$ cat config.mk
export PLATFORM = sky130hd
export DESIGN_NAME = uniform_mod_q_rejection_sampler
export DESIGN_NICKNAME = d
export VERILOG_FILES = /design/src/rtl/core/umqrs_pkg.sv /design/src/rtl/core/uniform_mod_q_rejection_sampler.sv /design/src/rtl/core/umqrs_front.sv /design/src/rtl/core/umqrs_queue.sv /design/src/rtl/core/umqrs_back.sv
export VERILOG_INCLUDE_DIRS = /design/src /design/src/rtl/core
export SDC_FILE = /design/constraint.sdc
export NUM_CORES = 1
export LEC_CHECK = 0
export ABC_AREA = 1
export BUFFER_PORTS_ARGS = -buffer_cell sky130_fd_sc_hd__buf_2
export CORE_MARGIN = 5
export CORE_UTILIZATION = 55
export DETAILED_ROUTE_END_ITERATION = 8
export PLACE_DENSITY = 0.84
export SLEW_MARGIN = 10
export SYNTH_ARGS = -nofsm -noshare
export SYNTH_HDL_FRONTEND = slang
export SYNTH_HIERARCHICAL = 1
export SYNTH_SLANG_ARGS = --single-unit
$ cat constraint.sdc
create_clock -name clk -period 13.9 [get_ports clk]
set_input_delay 0.695 -clock clk [delete_from_list [all_inputs] [get_ports clk]]
set_output_delay 0.695 -clock clk [all_outputs]
set_load 0.01 [all_outputs]
$ cat src/rtl/core/uniform_mod_q_rejection_sampler_assert.svh
// Assertion macros used by the rejection sampler queue.
`ifndef UNIFORM_MOD_Q_REJECTION_SAMPLER_ASSERT_SVH
`define UNIFORM_MOD_Q_REJECTION_SAMPLER_ASSERT_SVH

// Same-cycle implication, sampled on clk, off while rst is high.
`define UMQRS_ASSERT_NOW(lbl, ante, cons, msg) \
  lbl: assert property (@(posedge clk) disable iff (rst) (ante) |-> (cons)) \
    else $error(msg);

// Next-cycle implication, sampled on clk, off while rst is high.
`define UMQRS_ASSERT_NEXT(lbl, ante, cons, msg) \
  lbl: assert property (@(posedge clk) disable iff (rst) (ante) |=> (cons)) \
    else $error(msg);

`endif

$ cat src/rtl/core/umqrs_pkg.sv
// Shared types and constants of the uniform mod-q rejection sampler.
package umqrs_pkg;

  localparam int MAX_COEFFS  = 256;
  localparam int MOD_W       = 13;
  localparam int CNT_W       = 9;
  localparam int COEFF_W     = 12;
  localparam int INDEX_W     = 8;
  localparam int BYTE_W      = 8;
  localparam int CFG_IDX_W   = 1;
  localparam int CFG_DATA_W  = 13;

  localparam logic [MOD_W-1:0] MODULUS_RESET = 13'd3329;
  localparam logic [CNT_W-1:0] COUNT_RESET   = 9'd256;

  localparam logic [CFG_IDX_W-1:0] REG_MODULUS     = 1'b0;
  localparam logic [CFG_IDX_W-1:0] REG_COEFF_COUNT = 1'b1;

  // Queue depth must be a power of two (pointers wrap naturally).
  localparam int QUEUE_DEPTH = 4;
  localparam int QPTR_W      = $clog2(QUEUE_DEPTH);
  localparam int QCNT_W      = $clog2(QUEUE_DEPTH + 1);

  typedef struct packed {
    logic [COEFF_W-1:0] coeff;
    logic [INDEX_W-1:0] index;
    logic               last;
  } coef_t;

  // Up to two coefficients per transaction; n counts them, e0 fills first.
  typedef struct packed {
    logic [1:0] n;
    coef_t      e0;
    coef_t      e1;
  } push_t;

endpackage

$ cat src/rtl/core/uniform_mod_q_rejection_sampler.sv
// Uniform mod-q rejection sampler: random bytes in, coefficients below the modulus out.
// Byte channel (byte_valid/byte_ready, rand_byte, start_req): one byte per transaction;
//   start_req marks the first byte of a new polynomial and clears byte phase and count.
// Coefficient channel (coeff_valid/coeff_ready, coeff, coeff_index, last): one accepted
//   coefficient per transaction; last marks the one reaching min(coeff_count, 256).
// Config port (cfg_we, cfg_idx, cfg_wdata): index 0 is modulus, 1 is coeff_count;
//   write only while the block is idle.
// Throughput: one byte per cycle while byte_ready is high; a third byte of a group
//   yields up to two coefficients, drained one per cycle while coeff_ready is high by
//   the output stage via a 4-entry queue. Each is queued when the third byte is taken,
//   then moved to the output register; the second of a pair follows the first.
// byte_ready drops when the queue cannot take a full pair, i.e. when the receiver has
//   stalled long enough to back the queue up; nothing is lost or reordered.
// After the count is reached, bytes are taken and dropped until a start_req.
// Reset: modulus 3329, coeff_count 256, phase and count cleared, queue and output empty.
module uniform_mod_q_rejection_sampler (
  input  logic                                clk,
  input  logic                                rst,
  input  logic                                cfg_we,
  input  logic [umqrs_pkg::CFG_IDX_W-1:0]     cfg_idx,
  input  logic [umqrs_pkg::CFG_DATA_W-1:0]    cfg_wdata,
  input  logic                                byte_valid,
  output logic                                byte_ready,
  input  logic [umqrs_pkg::BYTE_W-1:0]        rand_byte,
  input  logic                                start_req,
  output logic                                coeff_valid,
  input  logic                                coeff_ready,
  output logic [umqrs_pkg::COEFF_W-1:0]       coeff,
  output logic [umqrs_pkg::INDEX_W-1:0]       coeff_index,
  output logic                                last
);

  umqrs_pkg::push_t push;
  umqrs_pkg::coef_t head;
  logic             room, pop, head_valid;

  umqrs_front u_front (
    .clk        (clk),
    .rst        (rst),
    .cfg_we     (cfg_we),
    .cfg_idx    (cfg_idx),
    .cfg_wdata  (cfg_wdata),
    .byte_valid (byte_valid),
    .byte_ready (byte_ready),
    .rand_byte  (rand_byte),
    .start_req  (start_req),
    .room       (room),
    .push       (push)
  );

  umqrs_queue u_queue (
    .clk        (clk),
    .rst        (rst),
    .push       (push),
    .room       (room),
    .pop        (pop),
    .head_valid (head_valid),
    .head       (head)
  );

  umqrs_back u_back (
    .clk         (clk),
    .rst         (rst),
    .head_valid  (head_valid),
    .head        (head),
    .pop         (pop),
    .coeff_valid (coeff_valid),
    .coeff_ready (coeff_ready),
    .coeff       (coeff),
    .coeff_index (coeff_index),
    .last        (last)
  );

endmodule

$ cat src/rtl/core/umqrs_front.sv
// Front end: config, byte grouping, candidate extraction, range check, indexing.
module umqrs_front (
  input  logic                                 clk,
  input  logic                                 rst,
  input  logic                                 cfg_we,
  input  logic [umqrs_pkg::CFG_IDX_W-1:0]      cfg_idx,
  input  logic [umqrs_pkg::CFG_DATA_W-1:0]     cfg_wdata,
  input  logic                                 byte_valid,
  output logic                                 byte_ready,
  input  logic [umqrs_pkg::BYTE_W-1:0]         rand_byte,
  input  logic                                 start_req,
  input  logic                                 room,
  output umqrs_pkg::push_t                     push
);

  logic [umqrs_pkg::MOD_W-1:0]   modulus;
  logic [umqrs_pkg::CNT_W-1:0]   coeff_count;
  logic [umqrs_pkg::BYTE_W-1:0]  held [2];
  logic [1:0]                    phase;
  logic [umqrs_pkg::CNT_W-1:0]   cnt;

  logic [1:0]                    phase_next;
  logic [umqrs_pkg::CNT_W-1:0]   cnt_next;

  logic                          accept;
  logic [umqrs_pkg::CNT_W-1:0]   cnt0, cnt1, cnt2, lim;
  logic [1:0]                    ph0;
  logic                          done, third, ok1, ok2;
  logic [umqrs_pkg::COEFF_W-1:0] d1, d2;
  umqrs_pkg::coef_t              ea, eb;

  // no transaction is taken while reset is held
  assign byte_ready = room && !rst;
  assign accept     = byte_valid && byte_ready;

  always_comb begin
    cnt0  = start_req ? '0 : cnt;
    ph0   = start_req ? 2'd0 : phase;
    lim   = (32'(coeff_count) > umqrs_pkg::MAX_COEFFS) ?
            umqrs_pkg::CNT_W'(umqrs_pkg::MAX_COEFFS) : coeff_count;
    done  = cnt0 >= lim;
    third = ph0 >= 2'd2;   // phase 3 also counts as the third byte
    d1    = {held[1][3:0], held[0]};
    d2    = {rand_byte, held[1][7:4]};
    ok1   = {1'b0, d1} < modulus;
    cnt1  = cnt0 + umqrs_pkg::CNT_W'(ok1);
    ok2   = (cnt1 < lim) && ({1'b0, d2} < modulus);
    cnt2  = cnt1 + umqrs_pkg::CNT_W'(ok2);

    ea = '{coeff: d1, index: cnt0[umqrs_pkg::INDEX_W-1:0], last: (cnt1 == lim)};
    eb = '{coeff: d2, index: cnt1[umqrs_pkg::INDEX_W-1:0], last: (cnt2 == lim)};

    push.e0 = ok1 ? ea : eb;
    push.e1 = eb;
    if (accept && !done && third) begin
      push.n = {1'b0, ok1} + {1'b0, ok2};
    end else begin
      push.n = 2'd0;
    end

    if (done) begin
      cnt_next   = cnt0;
      phase_next = ph0;
    end else if (third) begin
      cnt_next   = cnt2;
      phase_next = 2'd0;
    end else begin
      cnt_next   = cnt0;
      phase_next = ph0 + 2'd1;
    end
  end

  always_ff @(posedge clk) begin
    if (rst) begin
      modulus     <= umqrs_pkg::MODULUS_RESET;
      coeff_count <= umqrs_pkg::COUNT_RESET;
      phase       <= 2'd0;
      cnt         <= '0;
      held[0]     <= '0;
      held[1]     <= '0;
    end else begin
      if (cfg_we) begin
        unique case (cfg_idx)
          umqrs_pkg::REG_MODULUS:     modulus     <= cfg_wdata;
          umqrs_pkg::REG_COEFF_COUNT: coeff_count <= cfg_wdata[umqrs_pkg::CNT_W-1:0];
          default: ;
        endcase
      end
      if (accept) begin
        phase <= phase_next;
        cnt   <= cnt_next;
        if (!done && !third) begin
          held[ph0[0]] <= rand_byte;
        end
      end
    end
  end

endmodule

$ cat src/rtl/core/umqrs_queue.sv
// Small coefficient queue: two writes, one read per cycle.
`include "uniform_mod_q_rejection_sampler_assert.svh"

module umqrs_queue (
  input  logic              clk,
  input  logic              rst,
  input  umqrs_pkg::push_t  push,
  output logic              room,
  input  logic              pop,
  output logic              head_valid,
  output umqrs_pkg::coef_t  head
);

  umqrs_pkg::coef_t              mem [umqrs_pkg::QUEUE_DEPTH];
  logic [umqrs_pkg::QPTR_W-1:0]  wptr, rptr;
  logic [umqrs_pkg::QCNT_W-1:0]  count;
  logic [umqrs_pkg::QCNT_W-1:0]  count_next;
  logic [umqrs_pkg::QPTR_W-1:0]  wptr1;

  assign wptr1      = wptr + umqrs_pkg::QPTR_W'(1);
  assign head_valid = count != '0;
  assign head       = mem[rptr];
  // Front only proceeds when a full pair fits.
  assign room       = count <= umqrs_pkg::QCNT_W'(umqrs_pkg::QUEUE_DEPTH - 2);
  assign count_next = count + umqrs_pkg::QCNT_W'(push.n) - umqrs_pkg::QCNT_W'(pop);

  always_ff @(posedge clk) begin
    if (push.n != 2'd0) begin
      mem[wptr] <= push.e0;
    end
    if (push.n == 2'd2) begin
      mem[wptr1] <= push.e1;
    end
  end

  always_ff @(posedge clk) begin
    if (rst) begin
      wptr  <= '0;
      rptr  <= '0;
      count <= '0;
    end else begin
      wptr  <= wptr + umqrs_pkg::QPTR_W'(push.n);
      rptr  <= rptr + umqrs_pkg::QPTR_W'(pop);
      count <= count_next;
    end
  end

  `UMQRS_ASSERT_NOW(a_q_bound, 1'b1, count <= umqrs_pkg::QCNT_W'(umqrs_pkg::QUEUE_DEPTH), "queue count over depth")
  `UMQRS_ASSERT_NOW(a_q_no_underflow, pop, count != '0, "pop from empty queue")
  `UMQRS_ASSERT_NOW(a_q_pair_fits, push.n == 2'd2, room, "pair pushed without room")
  `UMQRS_ASSERT_NEXT(a_q_push_seen, (push.n != 2'd0) && !pop, count != '0, "pushed entry lost")

endmodule

$ cat src/rtl/core/umqrs_back.sv
// Back end: output register feeding the coefficient channel.
module umqrs_back (
  input  logic                            clk,
  input  logic                            rst,
  input  logic                            head_valid,
  input  umqrs_pkg::coef_t                head,
  output logic                            pop,
  output logic                            coeff_valid,
  input  logic                            coeff_ready,
  output logic [umqrs_pkg::COEFF_W-1:0]   coeff,
  output logic [umqrs_pkg::INDEX_W-1:0]   coeff_index,
  output logic                            last
);

  umqrs_pkg::coef_t out_reg;

  assign pop         = head_valid && (!coeff_valid || coeff_ready);
  assign coeff       = out_reg.coeff;
  assign coeff_index = out_reg.index;
  assign last        = out_reg.last;

  always_ff @(posedge clk) begin
    if (rst) begin
      coeff_valid <= 1'b0;
    end else if (!coeff_valid || coeff_ready) begin
      coeff_valid <= head_valid;
    end
  end

  always_ff @(posedge clk) begin
    if (pop) begin
      out_reg <= head;
    end
  end

endmodule
Word level (Yosys, flattened, before mapping):

Memory sizes are Yosys's and may differ from the RTL's. A register that Yosys moved wholly into a read port is not among the register bits.
Cells that the tools add are included.

* output and inout port bits: 23
* bits of input ports: 28
* RAM bits: 100
* register bits: 41
* memories: 2
* logic and storage cells: 69

Memory list
* u_queue.mem: words 4, bits a word 21, read ports 1, clocked after Yosys merged registers in 1, write ports 2, RTL line umqrs_queue.sv:14 `umqrs_pkg::coef_t mem [umqrs_pkg::QUEUE_DEPTH];`
* u_front.held: words 2, bits a word 8, read ports 2, clocked after Yosys merged registers in 0, write ports 2, RTL line umqrs_front.sv:18 `logic [umqrs_pkg::BYTE_W-1:0] held [2];`

* add/sub/neg operators: 9
* mux-type cells: 22
* reductions and logical operators: 17
* bitwise logic cells: 1
* equality and inequality tests: 3
* $lt $le $gt $ge: 7

Operator list (number)
* 9-bit two-way mux: 4
* 12-bit by 13-bit < comparator with 1-bit output: 2
* 21-bit two-way mux: 1
* 9-bit by 1-bit adder with 9-bit output: 2
* 9-bit equality test: 2
* 1-bit two-way mux: 12
* 9-bit >= comparator: 1
* 9-bit greater-than comparator, second input constant: 1
* 9-bit < comparator: 1
* 2-bit two-way mux: 4
* 8-bit two-way mux: 1
* 8-bit OR reduction: 1
* 1-bit logical AND: 7
* 2-bit by 1-bit adder with 2-bit output, second input constant: 2
* 1-bit zero test: 4
* 2-bit AND reduction: 2
* 3-bit by 2-bit adder with 3-bit output: 1
* 3-bit by 2-bit less-or-equal comparator with 1-bit output, second input constant: 1
* 3-bit nonzero test: 1
* 3-bit by 1-bit subtractor with 3-bit output: 1
* 1-bit by 1-bit adder with 2-bit output: 1
* 2-bit by 1-bit adder with 2-bit output: 1
* 2-bit adder: 1
* 2-bit equality test, second input constant: 1
* 4 further kinds: 4

Depth between registers and ports, before layout:

* depth after elaboration: 11
* mapped depth: 38
* mapped depth without buffers: 37

Cells and area by module:

The synthesis kept the hierarchy.

Modules (own cells, without submodules)
* umqrs_queue: area an instance 4958.5 µm², instances 1, cells an instance 513, seq. area each 2662.6 µm²
* umqrs_front: area an instance 3809.9 µm², instances 1, cells an instance 565, seq. area each 1141.1 µm²
* umqrs_back: area an instance 678.2 µm², instances 1, cells an instance 27, seq. area each 650.6 µm²

Least setup slack after synthesis:

No wires, ideal clock.

* path type: reg-to-reg
* from: memory u_front/held[0][4] in the netlist's numbering
* to: memory u_queue/mem[0][0] in the netlist's numbering (enable)
* setup time: 0.432 ns
* path slack: 7.982 ns
* cell stages (with the launch flop): 27
* arrival time: 5.486 ns
* data required time: 13.468 ns
* path through: edfxtp_1 -> ha_1 -> nand2_1 -> nor2_1 -> o21ai_0 -> o211ai_1 -> nand3_1 -> nand2_1 -> inv_1 -> clkbuf_1 -> ha_1 -> nand3_1 -> nor2_2 -> nand2_1 -> nand2_1 -> inv_1 -> ha_1 -> nand2_1 -> nor2_1 -> nand2_1 -> a21oi_1 -> nor3b_1 -> ha_1 -> inv_1 -> nor2_1 -> nor2_1 -> o31ai_1

RTL lines (RTL line)
* from (decl): umqrs_front.sv:18
* to (decl): umqrs_queue.sv:14

==> results.md <==
- Worst VDD drop: 0.105 mV
- Critical Path Source: u_front/held[1][0]
- Final Hold Viols: 0
- Dpl hpwl: 15.4 mm
- Synth area leaders: edfxtp_1 38%, nand2_1 11%, dfxtp_1 8.7%
- Cell Area, Synth: 9450 um2
- Pleak: 0.00444 uW
- Initial Util: 0.554
- Mapped Nets: 1184
- Flops & latches, synth: 162
- Post-CTS setup buffer count: 0
- Data required time of the critical path: 13940 ps
- Post-synthesis adder-cell area fraction: 0.0683
- Clk slew on worst S/H paths: 70 ps
- Antenna diode count: 0
- HP Start: u_front/cnt[6]
- Final core utilization: 0.601
- Global-route wire length before repair: 34.8 mm
- Worst setup EP type: flop
- XOR/XNOR share of the synthesized area: 0.00278
- Count of input and output buffers: 50
- Worst Hold End: u_front/cnt[6]
- Design area: 10300 um2
- Syn Area/Cell: 8.55 um2
- Drt drc: 0
- Final setup fails: 0
- WHS Path Cells: 2
- Max Cap Viol: 0
- Worst skew pair latency: 440 ps
- Largest family of logic cells by synthesized area: simple AND/OR/NAND/NOR gates
- Netlist cell types: 37
- Status: complete, no violations
- Top cells by count, synth: 276 x nand2_1, 148 x inv_1, 121 x edfxtp_1
- Cell taking the most area after synthesis: edfxtp_1
- Die W: 141 um
- Slew Limit Fails: 0
- Register area share after synthesis: 0.472
- Crit path time final: 6470 ps
- Most used flip-flop cell after synthesis: edfxtp_1
- Area Overhead vs Synth: 8.60%
- CP max FO: 24
- Yosys warning count: 6
- Max transition margin: 0.204
- Total track usage: 0.219
- GRT overflow: 0
- CTS root buffer: clkbuf_16
- Crit path DAT: 6510 ps
- Core area: 17100 um2
- Tightest Hold Check Type: flop to flop
- Post-synthesis mux area share: 0
- Filler cells: 1463
- Routability cong.: 0.959
- Initial antenna violation count: 0
- Pre-antenna DRT Iters: 6
- Least-Margin Pin Slew: 1190 ps
- FF-to-FF Start: u_front/held[1][0]
- WL final: 21.4 mm
- Final Net Count: 1206
- EDFF count, synth: 121
- Avg WL per Cell: 15.7 um
- Clk buf depth: 2
- CTS tree: built
- Dpl cells: 1333
- Top cell type's share of synthesized area: 0.385
- Setup Skew: 12.0 ps
- Vias per inst: 5.55
- Crit path kind: flop to flop
- Worst Setup Start Kind: flop
- I/O Pins: 51
- Reg2reg path depth: 23
- Max Fclk: 155 MHz
- Post_cts resized: 0
- Power Dens Cells: 138 nW/um2
- Final hold slack: 469 ps
- H-tree levels: 4
- Post-synth ARST share: 0
- Die Span Y: 141 um
- Vias in the first global route: 7058
- Sequential cell area: 4460 um2
- Final cycle utilization of the critical path: 0.466
- Clk sinks: 162
- Largest net degree at the start of global routing: 86
- CTS Buf Count: 17
- Hold_buf cts: 0
- Post-route ant nets: 0
- 1st-iter DRT viols: 850
- Placed Area: 9700 um2
- RSZ-0062 raised after global routing: no
- Routed vias: 7573
- Die ar.: 19900 um2
- Post-Synth Simple-Gate Area: 0.191
- Share of cells above drive strength 1: 0.151
- Finished Layout Cells: 1365
- Setup tns final: 0 ps
- Compound-cell area share of the yosys netlist: 0.168
- Most instantiated library cell after synthesis: nand2_1
- Syn Inst Count: 1105
- Cell Rows: 48
- FF-to-FF setup slack: 7430 ps
- Crit Reg-Reg Endpoint: u_queue/mem[2][14]
- Area of the multi-input gates: 4110 um2
-- stage by stage --
stage          setup WS [ps]  power [uW]
6_report                7430        1420
5_1_grt                 6950        1490
4_1_cts                 7510        1420
3_5_place_dp            7610         976
3_3_place_gp            7820         965
2_1_floorplan           7980         879
-- cells by family after synthesis --
| family | count (synthesis) |
|---|---|
| buf+inv | 204 |
| compound gates | 255 |
| simple gates | 430 |
| fa+ha+maj | 51 |
| flops | 162 |
| xor+xnor | 3 |
-- area by class of cell --
| type | count | area share |
|---|---|---|
| tap | 225 | 0.0274 |
| sequential | 162 | 0.434 |
| clock inverter | 15 | 0.0132 |
| clock buffer | 17 | 0.0415 |
| multi-input combinational | 739 | 0.401 |
| inverter | 154 | 0.0563 |
| timing repair buffer | 53 | 0.0266 |
-- worst max path at each step --
stage / end / slack, ps / cells past startpoint
2_1_floorplan: u_queue/mem[0][0] / 7980 / 26
3_3_place_gp: u_queue/mem[1][19] / 7820 / 23
3_5_place_dp: u_queue/mem[2][19] / 7610 / 23
4_1_cts: u_queue/mem[2][14] / 7510 / 25
5_1_grt: u_queue/mem[2][15] / 6950 / 23
6_report: u_queue/mem[2][14] / 7430 / 23
-- sequential cells by signal (all words and copies together), names as in the netlist, 2 cells and up --
| signal | cells |
|---|---|
| u_queue/mem | 84 |
| u_front/held | 16 |
| u_front/modulus | 13 |
| u_back/coeff | 12 |
| u_front/cnt | 9 |
| u_front/coeff_count | 9 |
| u_back/coeff_index | 8 |
| u_queue/count | 3 |
| u_front/phase | 2 |
| u_queue/rptr | 2 |
| u_queue/wptr | 2 |
-- layer usage --
| layer | routed length [um] | track usage | vias up |
|---|---|---|---|
| li1 | - | - | 3737 |
| met4 | 407 | 0.0719 | 0 |
| met5 | 0 | 0 | - |
| met1 | 9360 | 0.293 | 3491 |
| met2 | 10100 | 0.359 | 310 |
| met3 | 1600 | 0.0427 | 35 |
-- critical path: stages, from the launching register on --
cell and delay [ps]:
edfxtp_1 390, ha_1 310, a21oi_1 150, o21ai_0 140, a21oi_1 180, nand2_1 310
inv_1 630, ha_1 310, nand3_1 170, nor2_2 260, nand2_1 130, nand2_1 140
inv_1 80, ha_1 280, nand2_1 60, nor2_1 50, nand2_1 60, a21oi_1 50
nor3b_1 390, ha_1 190, inv_1 40, nor2_1 450, nor2_1 290, o31ai_4 1000
-- layout by cell type (no fill, tap or decap), types with 2 or more instances in the layout --
cell / netlist / routed
inv_1: 148 / 148
clkinv_4: 0 / 4
clkinvlp_4: 0 / 2
o31ai_4: 0 / 3
nand4_1: 6 / 6
o21ai_1: 31 / 30
a21oi_2: 1 / 2
o211ai_1: 33 / 33
dfxtp_2: 0 / 2
o21ai_0: 59 / 59
clkinv_2: 0 / 4
inv_8: 0 / 2
buf_4: 9 / 3
a21oi_1: 68 / 67
edfxtp_1: 121 / 121
inv_2: 6 / 6
nand3b_1: 3 / 3
buf_2: 10 / 50
ha_1: 50 / 50
nand2_4: 4 / 4
nand2_2: 8 / 8
nor2_1: 75 / 75
nor2_2: 6 / 6
clkbuf_16: 0 / 17
xnor2_1: 2 / 2
nand3_1: 46 / 46
dfxtp_1: 41 / 39
o21a_1: 2 / 2
nand2_1: 276 / 276
a22oi_1: 2 / 2
o21ai_2: 54 / 55
-- power breakdown --
group          switching [uW]  internal (uW)
Clock                     200            248
Sequential               30.1            595
Combinational             220            123
Total                     450            966
Note: power is estimated with default switching activity, not from simulation.
